$ cat src/rtl/palette_background_compositor_core_macros.svh
// Assertion macros shared by the compositor RTL.
`ifndef PALETTE_BACKGROUND_COMPOSITOR_CORE_MACROS_SVH
`define PALETTE_BACKGROUND_COMPOSITOR_CORE_MACROS_SVH

// Same-cycle implication, off while reset is held.
`define PBC_ASSERT_IMP(label, clk, rst_n, ante, cons) \
    label: assert property (@(posedge clk) disable iff (!rst_n) (ante) |-> (cons)) \
        else $error("pbc: assertion failed");

// Next-cycle implication, off while reset is held.
`define PBC_ASSERT_NXT(label, clk, rst_n, ante, cons) \
    label: assert property (@(posedge clk) disable iff (!rst_n) (ante) |=> (cons)) \
        else $error("pbc: assertion failed");

`endif

$ cat src/rtl/pbc_pkg.sv
// Package: types, constants and helpers shared by the compositor modules.
`default_nettype none

package pbc_pkg;

    localparam int SCREEN_WIDTH_DEF  = 320;
    localparam int SCREEN_HEIGHT_DEF = 240;
    localparam int FG_COLORS_DEF     = 256;
    localparam int BG_BYTES_DEF      = 131072;

    // Working widths sized for the largest screen and image store supported
    localparam int CALC_XW = 11;
    localparam int CALC_YW = 11;
    localparam int CALC_AW = CALC_XW + CALC_YW;

    localparam int BG_PAL_DEPTH = 256;

    localparam int Q_DEPTH = 4;
    localparam int Q_AW    = 2;

    localparam logic [7:0] TRANSPARENT_IDX = 8'hFF;
    localparam logic [7:0] RED_MASK        = 8'hF8;
    localparam logic [7:0] GREEN_MASK      = 8'hFC;

    localparam logic [8:0] BG_WIDTH_RST  = 9'd320;
    localparam logic [7:0] BG_HEIGHT_RST = 8'd240;

    typedef enum logic [1:0] {
        REQ_COMPOSE = 2'd0,
        REQ_FG_WR   = 2'd1,
        REQ_BG_WR   = 2'd2,
        REQ_IMG_WR  = 2'd3
    } t_req;

    typedef enum logic [1:0] {
        SRC_FG   = 2'd0,
        SRC_BG   = 2'd1,
        SRC_ZERO = 2'd2
    } t_src;

    typedef enum logic [1:0] {
        CFG_BG_ENABLE   = 2'd0,
        CFG_BG_WIDTH    = 2'd1,
        CFG_BG_HEIGHT   = 2'd2,
        CFG_BG_TOP_DOWN = 2'd3
    } t_cfg_reg;

    typedef struct packed {
        logic       en;
        logic [8:0] width;
        logic [7:0] height;
        logic       top_down;
    } t_cfg;

    // One classified item as it crosses from the front to the back
    typedef struct packed {
        t_req               kind;
        t_src               src;
        logic               over;
        logic               wr_ok;
        logic [7:0]         slot;
        logic [15:0]        color;
        logic [CALC_AW-1:0] addr;
    } t_qent;

    function automatic logic [15:0] rgb_to_565(input logic [7:0] r, input logic [7:0] g,
                                               input logic [7:0] b);
        logic [7:0] rm;
        logic [7:0] gm;
        rm = r & RED_MASK;
        gm = g & GREEN_MASK;
        return {rm[7:3], gm[7:2], b[7:3]};
    endfunction

endpackage

`default_nettype wire

$ cat src/rtl/pbc_queue.sv
// Queue: short FIFO of classified items between front and back.
`default_nettype none

`include "palette_background_compositor_core_macros.svh"

module pbc_queue (
    input  wire logic      i_clk,
    input  wire logic      i_rst_n,
    input  wire logic      i_push,
    input  pbc_pkg::t_qent i_wdata,
    input  wire logic      i_pop,
    output pbc_pkg::t_qent o_rdata,
    output logic           o_full,
    output logic           o_empty
);
    import pbc_pkg::*;

    t_qent             r_mem [Q_DEPTH];
    logic [Q_AW-1:0]   r_wp, r_rp;
    logic [Q_AW:0]     r_cnt, n_cnt;

    assign o_full  = r_cnt == (Q_AW + 1)'(Q_DEPTH);
    assign o_empty = r_cnt == '0;
    assign o_rdata = r_mem[r_rp];

    always_comb begin
        n_cnt = r_cnt;
        if (i_push && !i_pop) begin
            n_cnt = r_cnt + 1'b1;
        end else if (i_pop && !i_push) begin
            n_cnt = r_cnt - 1'b1;
        end
    end

    always_ff @(posedge i_clk) begin
        if (!i_rst_n) begin
            r_wp  <= '0;
            r_rp  <= '0;
            r_cnt <= '0;
        end else begin
            if (i_push) begin
                r_wp <= r_wp + 1'b1;
            end
            if (i_pop) begin
                r_rp <= r_rp + 1'b1;
            end
            r_cnt <= n_cnt;
        end
    end

    always_ff @(posedge i_clk) begin
        if (i_push) begin
            r_mem[r_wp] <= i_wdata;
        end
    end

    `PBC_ASSERT_IMP(a_q_no_overflow, i_clk, i_rst_n, i_push, !o_full)
    `PBC_ASSERT_IMP(a_q_no_underflow, i_clk, i_rst_n, i_pop, !o_empty)
    `PBC_ASSERT_NXT(a_q_push_fills, i_clk, i_rst_n, i_push && !i_pop, !o_empty)

endmodule

`default_nettype wire

$ cat config.mk
export PLATFORM = sky130hd
export DESIGN_NAME = pbc_queue
export DESIGN_NICKNAME = d
export VERILOG_FILES = /design/src/rtl/pbc_pkg.sv /design/src/rtl/pbc_queue.sv
export VERILOG_INCLUDE_DIRS = /design/src /design/src/rtl
export SDC_FILE = /design/constraint.sdc
export NUM_CORES = 1
export LEC_CHECK = 0
export BUFFER_PORTS_ARGS = -buffer_cell sky130_fd_sc_hd__buf_2
export CAP_MARGIN = 10
export CORE_MARGIN = 2
export CORE_UTILIZATION = 34
export CTS_BUF_LIST = sky130_fd_sc_hd__clkbuf_8
export DETAILED_ROUTE_END_ITERATION = 8
export HOLD_SLACK_MARGIN = 0.15
export SLEW_MARGIN = 10
export SYNTH_ARGS = -nofsm -noshare
export SYNTH_HDL_FRONTEND = slang
export SYNTH_SLANG_ARGS = --single-unit
$ cat constraint.sdc
create_clock -name i_clk -period 3 [get_ports i_clk]
set_input_delay 0.3 -clock i_clk [delete_from_list [all_inputs] [get_ports i_clk]]
set_output_delay 0.3 -clock i_clk [all_outputs]
set_load 0.02 [all_outputs]
==> out/summary.txt, run 1 <==
Final Wtd Congestion: 0.666
NumNets Final: 569
Fmax: 401 MHz
GR Util All Layers: 0.121
Met1 Use GR: 0.148
Mapped Cells: 315
Met2 Use GR: 0.207
Worst Tran Pin Value: 0.863 ns
Setup_tns: 0 ns
# fillers: 2052
Post-synthesis adder-cell area fraction: 0.0103
Simple-gate share of the synthesized area: 0.0114
Pins Over Slew Limit: 0
Post-Synthesis Cell Area: 8010 um^2
CTS tree: yes
Final worst-path cycle share: 0.831
Worst path buffer plus inverter count: 2
Post-CTS Setup Bufs: 0
Most common cell after layout, fill and taps aside: edfxtp_1
Skew final: 0.0159 ns
Die Span Y: 157 um
Initial antenna violation count: 0
Die W: 157 um
Startpoint Class: flop
Total CTS buffers: 37
Critical path's top delay family: flip-flops
Max-cap violations: 0
Pwr dens: 666 nW/um^2
Overall Power: 6700 uW
Drt initial violations: 148
Via count: 3812
DP Worst Slack: 0.958 ns
Mux cell area share after synthesis: 0.150
Grt peak-use layer: met2
Worst vdd ir: 246 uV
First-pass GRT wire length: 22800 um
Worst Path Required: 2.70 ns
Period minus WS final: 2.49 ns
Vias in the first global route: 4299
Post-cts resize count: 0
Slowest-stage cell, CP: dfxtp_4
RSZ-0062 raised after global routing: no
Post-synthesis xor/xnor area fraction: 0.00547
Antenna Violating Nets Remaining: 0
Largest net degree at the start of global routing: 53
Synth cell types: 22
Grt ovf: 0
Starting Density: 0.343
Min-delay worst type: input port to flop
Core area: 23300 um^2
H-tree levels: 2
Seq/Total Area, Yosys: 0.802
Pleak: 0.00344 uW
HPWL after DPL: 7930 um
Synthesized net count: 377
IO Port Bufs: 109
YS warnings: 0
Share of cells above drive strength 1: 0.398
Status: complete, no violations
Crit-path max FO: 20
WL/cell: 17.3 um
Number of core rows: 56
Syn_area_per_cell: 25.4 um^2
M3 GR Usage: 0.0344
CTS Buffer Depth: 3
Critical Path AT: 2.19 ns
CTS sink count: 217
Number of DRC violations after detailed routing: 0
Compound-Gate Fraction of Synth Area: 0.00156
#FFs+latches synth: 217
Finished Core Util: 0.431
Most frequent cells in the layout: edfxtp_1, buf_2, dlygate4sd3_1
Diodes inserted: 0
Max stage delay on crit path: 0.62 ns
Crit path capture type: output pin
DR vias/cell: 4.51
Rel. slew slack: 0.424
Setup WS post-layout: 0.507 ns
Final Hold Viols: 0
Post-Route WL: 14600 um
Pre-antenna DRT Iters: 4
Synth-to-Final Area Change: 25.5%
CP cell instances: buf_4 -> mux4_2 -> buf_2
Root Buffer: clkbuf_8
IO Pins: 110
Setup CP Type: flop to output pin
Largest family of logic cells by synthesized area: multiplexers
Setup violators final: 0
Worst-path clk slew: 0.06 ns
Die ar.: 24800 um^2
Clock Latency Late Sink: 0.51 ns
Hold Slack: 0.186 ns
==> power breakdown <==
part	leakage, uW	internal [uW]	total (uW)	switching (uW)
Combinational	0.00110	342	739	397
Sequential	0.00199	3480	3560	79.2
Clock	0.000361	1310	2400	1090
Total	0.00344	5130	6700	1570
==> synth_stat cells, drive strengths merged <==
| cell | number | area share |
|---|---|---|
| a21boi | 1 | 0.00094 |
| nor3 | 1 | 0.00062 |
| xor2 | 3 | 0.0033 |
| xnor2 | 2 | 0.0022 |
| fa | 1 | 0.0025 |
| o21ai | 1 | 0.00062 |
| ha | 5 | 0.0078 |
| mux4 | 52 | 0.15 |
| buf | 11 | 0.017 |
| and2 | 9 | 0.0070 |
| nand2 | 1 | 0.00047 |
| dfxtp | 9 | 0.022 |
| edfxtp | 208 | 0.78 |
| nor3b | 1 | 0.00094 |
| clkbuf | 1 | 0.00047 |
| nor2b | 2 | 0.0016 |
| mux2i | 2 | 0.0025 |
| inv | 4 | 0.0019 |
| or3 | 1 | 0.00078 |
==> per-stage QoR <==
stage	std cells	cell area (um^2)
6_report	846	10100
5_1_grt	846	10100
4_1_cts	846	10100
3_5_place_dp	733	8860
3_3_place_gp	733	8860
2_1_floorplan	315	8010
==> final cells by class <==
type                       count  area, um^2  share of cell area
clock buffer                  37         509              0.0506
clock inverter                22         145              0.0144
inverter                       4        15.0             0.00149
multi-input combinational     82        1440               0.143
sequential                   217        6430               0.640
tap                          319         399              0.0397
timing repair buffer         165        1110               0.111
==> per-layer routing <==
metal | share of wire | vias up
met1 | 0.42 | 1956
met5 | 0 | -
met2 | 0.50 | 105
li1 | - | 1717
met3 | 0.050 | 34
met4 | 0.022 | 0
==> worst min-delay path, stage by stage <==
cell	delay, ns
buf_2	0.11
xor2_1	0.08
and2_1	0.15
==> sequential cells by signal (all words and copies together) (netlist names), named ones only <==
register and flops:
r_cnt 3, r_rp 2, r_wp 2, r_mem 208
==> path summary, 6_finish.rpt <==
path / from / endpoint / slack (ns) / depth (start not counted)
worst max-delay path: flop / o_rdata[34] / 0.51 / 3
worst max register to register: r_wp[0]$_SDFFE_PN0P_ / r_mem[0][36]$_DFFE_PP_ / 1.30 / 3
worst min register to register: r_wp[1]$_SDFFE_PN0P_ / r_wp[1]$_SDFFE_PN0P_ / 0.57 / 2
worst min-delay path: i_pop / flop / 0.19 / 3
==> logic make-up (layout without fill, tap and decap cells) <==
family | count (synthesis) | count (layout)
flops | 217 | 217
fa+ha+maj | 6 | 6
xor+xnor | 5 | 5
mux | 54 | 54
buf+inv | 16 | 228
compound gates | 2 | 2
simple gates | 15 | 15
==> repair_timing <==
| item | 4_1_cts | 5_1_grt |
|---|---|---|
| hold buffers | 54 | 0 |
| hold endpoints to repair | 217 | 0 |
| setup endpoints to repair | 0 | 0 |
Power figures use the tool's default switching activity.
==> run 2: changes to the inputs <==
--- a/config.mk
+++ b/config.mk
@@ -6,6 +6,7 @@
 export SDC_FILE = /design/constraint.sdc
 export NUM_CORES = 1
 export LEC_CHECK = 0
+export ABC_AREA = 1
 export BUFFER_PORTS_ARGS = -buffer_cell sky130_fd_sc_hd__buf_2
 export CAP_MARGIN = 10
 export CORE_MARGIN = 2
==> constraint.sdc (replaced) <==
create_clock -name i_clk -period 2.4 [get_ports i_clk]
set_input_delay 0.24 -clock i_clk [delete_from_list [all_inputs] [get_ports i_clk]]
set_output_delay 0.24 -clock i_clk [all_outputs]
set_load 0.02 [all_outputs]
==> out/summary.txt, run 2 <==
Worst-path clk slew: 0.06 ns (about the same)
Top cells by count, synth: edfxtp_1, o21ai_0, nor2_1
#FFs+latches synth: 217 (unchanged)
Worst Path Required: 2.16 ns (-0.54 ns)
Critical Path AT: 2.01 ns (-0.18 ns)
DP Worst Slack: 0.578 ns (-0.380 ns)
Critical path's top delay family: buffers and inverters
Via count: 5191 (+36%)
Rel. slew slack: 0.632 (+0.207)
Hold-critical path depth: 1 (-2)
Share of cells above drive strength 1: 0.336 (-0.0626)
Worst R2R Setup Slack: 0.91 ns (-0.39 ns)
Most frequent cells in the layout: edfxtp_1, buf_2, o21ai_0
Synth-to-Final Area Change: 24.4%
Met1 Use GR: 0.171 (+0.0228)
Sequential Power Share: 0.521 (-0.011)
Setup violators final: 0 (unchanged)
Diodes inserted: 0 (unchanged)
Post-CTS Setup Bufs: 0 (unchanged)
Die ar.: 26900 um^2 (+8.4%)
Pre-antenna DRT Iters: 6 (+2)
Die Span Y: 164 um (+4.1%)
Ranking of synthesized cells by area: edfxtp_1, o21ai_0, o22ai_2
Total CTS buffers: 39 (+5.4%)
Seq/Total Area, Yosys: 0.738 (-0.0639)
Grt ovf: 0 (unchanged)
Slowest-stage cell, CP: dfxtp_4
Max stage delay on crit path: 0.42 ns (-0.20 ns)
# fillers: 2270 (+11%)
Critical path depth: 5 (+2)
Ys async rst share: 0 (unchanged)
Worst vdd ir: 474 uV (+93%)
Reg with most FFs: r_mem
CP cell instances: inv_6 -> buf_12 -> o21ai_0 -> o22ai_2 -> buf_2
Post-synth EDFFs: 208 (unchanged)
NumNets Final: 811 (+43%)
CTS tree: yes
First-pass GRT wire length: 27600 um (+21%)
Startpoint Class: flop
Pwr dens: 776 nW/um^2 (+16%)
Syn_area_per_cell: 15.5 um^2 (-39%)
WL/cell: 16.1 um (-6.7%)
Largest net degree at the start of global routing: 53 (unchanged)
Synth cell types: 24 (+9.1%)
Post-Route WL: 17800 um (+22%)
Final Hold Viols: 0 (unchanged)
DR vias/cell: 4.70 (+4.4%)
Crit-path max FO: 33 (+65%)
Internal cell power: 6250 uW (+22%)
Switching share of power: 0.256 (+0.0226)
Met2 Use GR: 0.226 (+0.0188)
Placed cells: 983 (+34%)
Final worst-path cycle share: 0.936
Register area: 6430 um^2 (about the same)
Crit path capture type: output pin
R2r endpoint: r_mem[0][39]$_DFFE_PP_
Min-delay worst type: flop to flop
M3 GR Usage: 0.0308 (-0.00361)
Setup WS post-layout: 0.155 ns (-0.353 ns)
Net Switching: 2150 uW (+37%)
Root Buffer: clkbuf_8
GR Util All Layers: 0.134 (+0.0129)
IO Pins: 110 (unchanged)
Initial antenna violation count: 0 (unchanged)
R2R cell count: 5 (+2)
Die W: 164 um (+4.1%)
Vias in the first global route: 5208 (+21%)
Most used flip-flop cell after synthesis: edfxtp_1
Logic pwr share: 0.122 (+0.012)
Hold_sp: r_rp[1]$_SDFFE_PN0P_
CTS Buffer Depth: 3 (unchanged)
CTS sink count: 217 (unchanged)
IO Port Bufs: 109 (unchanged)
Finished Core Util: 0.430 (-0.000990)
YS warnings: 0 (unchanged)
Synthesized net count: 622 (+65%)
Biggest regs: r_mem: 208 flops, r_cnt: 3 flops
Setup CP Type: flop to output pin
Final Wtd Congestion: 0.680 (+2.1%)
Worst Tran Pin Value: 0.553 ns (-0.311 ns)
Clock power frac: 0.357 (about the same)
Overall Power: 8400 uW (+25%)
Drt initial violations: 307 (+110%)
Period minus WS final: 2.25 ns
Number of core rows: 58 (+3.6%)
Status: complete, no violations
Number of flip-flops in the largest register: 208 (unchanged)
Pleak: 0.00384 uW (+11%)
Setup_tns: 0 ns (unchanged)
H-tree levels: 2 (unchanged)
Yosys top cell by area: edfxtp_1
Most common cell after layout, fill and taps aside: edfxtp_1
Starting Density: 0.346 (+0.00232)
Area share of the largest cell type after synthesis: 0.718 (-0.0621)
Antenna Violating Nets Remaining: 0 (unchanged)
Core area: 25200 um^2 (+7.9%)
Skew final: 0.00876 ns (-0.00715 ns)
HPWL after DPL: 9910 um (+25%)
FF-to-FF Start: r_wp[0]$_SDFFE_PN0P_
Post-Synthesis Cell Area: 8700 um^2 (+8.7%)
Footprint of the multi-input gates: 1970 um^2 (+37%)
Pins Over Slew Limit: 0 (unchanged)
Max-cap violations: 0 (unchanged)
Mapped Cells: 560 (+78%)
RSZ-0062 raised after global routing: no
Clock Latency Late Sink: 0.52 ns (about the same)
Fmax: 445 MHz
Number of DRC violations after detailed routing: 0 (unchanged)
Worst path buffer plus inverter count: 3 (+1)
Non-filler instance count after layout: 1104 (+30%)
Grt peak-use layer: met2
Most common cell in the synthesized netlist: edfxtp_1
[run 2: how the worst max path moves through the flow]
stage	to	slack (ns)	startpoint
global route	o_rdata[41]	0.006	flop
CTS	o_rdata[26]	0.009	flop
global placement	o_rdata[17]	0.60	flop
floorplan	r_mem[2][0]$_DFFE_PP_	0.39	r_wp[0]$_SDFFE_PN0P_
detailed placement	o_rdata[17]	0.58	flop
finish	o_rdata[41]	0.15	flop
[run 2: power by group through the flow]
stage	clock [uW]	combinational (uW)	sequential, uW
detailed placement	0	970	4450
floorplan	0	642	4450
CTS	3110	1050	4380
global placement	0	961	4450
finish	3000	1020	4380
global route	3270	1120	4390
[run 2: layer usage]
metal | up-vias | wire length, um
met1 | 2536 | 7970
met5 | - | 0
met4 | 0 | 337
li1 | 2476 | -
met2 | 144 | 8620
met3 | 35 | 905
[run 2: logic make-up (layout without fill, tap and decap cells)]
family | after synthesis | after routing | share of synthesized area
buffers and inverters | 49 | 263 | 0.0352
AO/OA/AOI/OAI | 166 | 166 | 0.130
adder cells (fa/ha/maj) | 6 | 6 | 0.00949
flip-flops | 217 | 217 | 0.738
AND/OR/NAND/NOR | 122 | 122 | 0.0867
[run 2: metrics by stage]
| stage | area, um^2 | hold slack (ns) |
|---|---|---|
| global placement | 9590 | 0.417 |
| floorplan | 8700 | 0.339 |
| CTS | 10800 | 0.419 |
| finish | 10800 | 0.424 |
| global route | 10800 | 0.437 |
| detailed placement | 9590 | 0.422 |
[run 2: timing repair]
action / CTS / global route
resized for setup: 1 / 2
hold buffers: 55 / 0
endpoints found under the setup margin: 1 / 16
hold endpoints to repair: 217 / 0
pin swaps: 0 / 0
[run 2: worst reg2reg max path, delay by kind of cell (launching register included)]
| family | cells | cell delay (ns) |
|---|---|---|
| DFF | 1 | 0.32 |
| and+or+nand+nor | 1 | 0.06 |
| adders and majority gates | 1 | 0.16 |
| buffers and inverters | 3 | 0.58 |
[run 2: area by class of cell]
| class | instances | share of cell area |
|---|---|---|
| Sequential cell | 217 | 0.594 |
| Multi-Input combinational cell | 294 | 0.182 |
| Timing Repair Buffer | 180 | 0.117 |
| Clock buffer | 40 | 0.0508 |
| Tap cell | 330 | 0.0381 |
| Clock inverter | 26 | 0.0117 |
| Inverter | 17 | 0.00647 |
==> run 3: changes to the inputs <==
--- a/config.mk
+++ b/config.mk
@@ -9,6 +9,7 @@
 export ABC_AREA = 1
 export BUFFER_PORTS_ARGS = -buffer_cell sky130_fd_sc_hd__buf_2
 export CAP_MARGIN = 10
+export CORE_ASPECT_RATIO = 0.7
 export CORE_MARGIN = 2
 export CORE_UTILIZATION = 34
 export CTS_BUF_LIST = sky130_fd_sc_hd__clkbuf_8
==> out/summary.txt, run 3 (synthesized netlist as in run 2, its figures left out) <==
Status: complete, no violations
DR vias/cell: 4.67 (-0.69%)
Number of DRC violations after detailed routing: 0 (unchanged)
Total CTS buffers: 35 (-10%)
Synth-to-Final Area Change: 25.5%
Setup WS post-layout: 0.164 ns (+0.00979 ns)
Crit path capture type: output pin
Worst path buffer plus inverter count: 3 (unchanged)
Wl on met1: 9110 um (+14%)
Share of cells above drive strength 1: 0.330 (-0.00562)
Pwr dens: 777 nW/um^2 (+0.15%)
Slowest-stage cell, CP: dfxtp_4
Most common cell after layout, fill and taps aside: edfxtp_1
Die ar.: 26900 um^2 (about the same)
H-tree levels: 2 (unchanged)
Setup CP Type: flop to output pin
Biggest regs: r_mem: 208 flops, r_cnt: 3 flops
Footprint of the multi-input gates: 1970 um^2 (unchanged)
R2R cell count: 5 (unchanged)
CTS sink count: 217 (unchanged)
Number of core rows: 48 (-17%)
Worst Path Required: 2.16 ns (about the same)
Final worst-path cycle share: 0.931 (-0.00408)
CTS Buffer Depth: 3 (unchanged)
Max stage delay on crit path: 0.53 ns (+0.11 ns)
Final Hold Viols: 0 (unchanged)
Rel. slew slack: 0.616 (-0.0158)
Top Metal Used: met4
Routed wl met2: 8520 um (-1.1%)
Worst Tran Pin Value: 0.576 ns (+0.0229 ns)
Period minus WS final: 2.24 ns (-0.00979 ns)
Worst-path clk slew: 0.06 ns (about the same)
Die Span Y: 138 um (-16%)
Register area: 6430 um^2 (unchanged)
Crit-path max FO: 29 (-12%)
Pre-antenna DRT Iters: 5 (-1)
# fillers: 2258 (-0.53%)
CTS tree: yes
Skew final: 0.00980 ns (+0.00104 ns)
Pins Over Slew Limit: 0 (unchanged)
Post-Route WL: 18900 um (+5.8%)
Final Wtd Congestion: 0.698 (+2.6%)
Grt ovf: 0 (unchanged)
Hold_sp: r_rp[1]$_SDFFE_PN0P_
DP Worst Slack: 0.560 ns (-0.0181 ns)
Clock Latency Late Sink: 0.52 ns (about the same)
HPWL after DPL: 10400 um (+5.1%)
Met3 WL: 992 um (+9.6%)
Vias in the first global route: 5065 (-2.7%)
Core area: 24900 um^2 (-1.0%)
Initial antenna violation count: 0 (unchanged)
GR Util All Layers: 0.141 (+0.00726)
Antenna Violating Nets Remaining: 0 (unchanged)
Hold-critical path depth: 1 (unchanged)
Pleak: 0.00386 uW (+0.67%)
Worst vdd ir: 441 uV (-6.9%)
Critical path's top delay family: buffers and inverters
First-pass GRT wire length: 28800 um (+4.0%)
Worst R2R Setup Slack: 0.72 ns (-0.19 ns)
Number of flip-flops in the largest register: 208 (unchanged)
NumNets Final: 809 (-0.25%)
CP cell instances: clkinv_16 -> buf_12 -> o21ai_0 -> o22ai_2 -> buf_2
IO Pins: 110 (unchanged)
Startpoint Class: flop
RSZ-0062 raised after global routing: no
Setup violators final: 0 (unchanged)
Critical path depth: 5 (unchanged)
Via count: 5113 (-1.5%)
Largest net degree at the start of global routing: 53 (unchanged)
Fmax: 447 MHz (+0.44%)
Starting Density: 0.349 (+0.00357)
Most frequent cells in the layout: edfxtp_1, buf_2, o21ai_0
Root Buffer: clkbuf_8
Drt initial violations: 271 (-12%)
Max-cap violations: 0 (unchanged)
IO Port Bufs: 109 (unchanged)
Min-delay worst type: flop to flop
Die W: 195 um (+19%)
WL/cell: 17.2 um (+6.7%)
FF-to-FF Start: r_wp[0]$_SDFFE_PN0P_
R2r endpoint: r_mem[0][4]$_DFFE_PP_
Reg with most FFs: r_mem
Critical Path AT: 2.00 ns (about the same)
Setup_tns: 0 ns (unchanged)
[run 3: how the worst max path moves through the flow]
| stage | end | slack (ns) |
|---|---|---|
| 2_1_floorplan | r_mem[2][0]$_DFFE_PP_ | 0.39 |
| 3_3_place_gp | o_rdata[23] | 0.55 |
| 3_5_place_dp | o_rdata[23] | 0.56 |
| 4_1_cts | o_rdata[9] | 0.04 |
| 5_1_grt | o_rdata[50] | 0.02 |
| 6_report | o_rdata[50] | 0.16 |
[run 3: where the power goes]
| part | switching (uW) | internal [uW] | leakage [uW] |
|---|---|---|---|
| clock network | 1380 | 1660 | 0.000390 |
| logic | 682 | 390 | 0.00149 |
| registers | 54.7 | 4320 | 0.00199 |
[run 3: final cells by class]
| type | count | share of cell area |
|---|---|---|
| clock buffers | 38 | 0.0479 |
| well taps | 325 | 0.0372 |
| flip-flops and latches | 217 | 0.589 |
| inverters | 17 | 0.00848 |
| repair buffers | 182 | 0.125 |
| diodes | 1 | 0.000229 |
| clock inverters | 21 | 0.0121 |
| multi-input cells | 294 | 0.180 |
[run 3: through the flow]
stage | utilization | std cells | hold slack (ns) | power (uW) | instance area [um^2]
2_1_floorplan | - | 560 | 0.339 | 5090 | 8700
3_3_place_gp | 0.388 | 979 | 0.418 | 5450 | 9660
3_5_place_dp | 0.388 | 979 | 0.424 | 5460 | 9660
4_1_cts | 0.436 | 1093 | 0.431 | 8600 | 10900
5_1_grt | 0.438 | 1094 | 0.446 | 8870 | 10900
6_report | 0.438 | 1095 | 0.441 | 8490 | 10900
[run 3: timing repair]
action / 4_1_cts / 5_1_grt
endpoints found under the hold margin: 217 / 0
setup buffers: 0 / 1
pin swaps: 0 / 0
endpoints found under the setup margin: 1 / 26
gates resized for setup: 1 / 6
hold buffers: 55 / 0
[run 3: routing by layer]
layer / vias up / GRT usage
li1: 2472 / -
met1: 2492 / 0.197
met2: 127 / 0.218
met3: 22 / 0.0362
met4: 0 / 0.0445
met5: - / 0
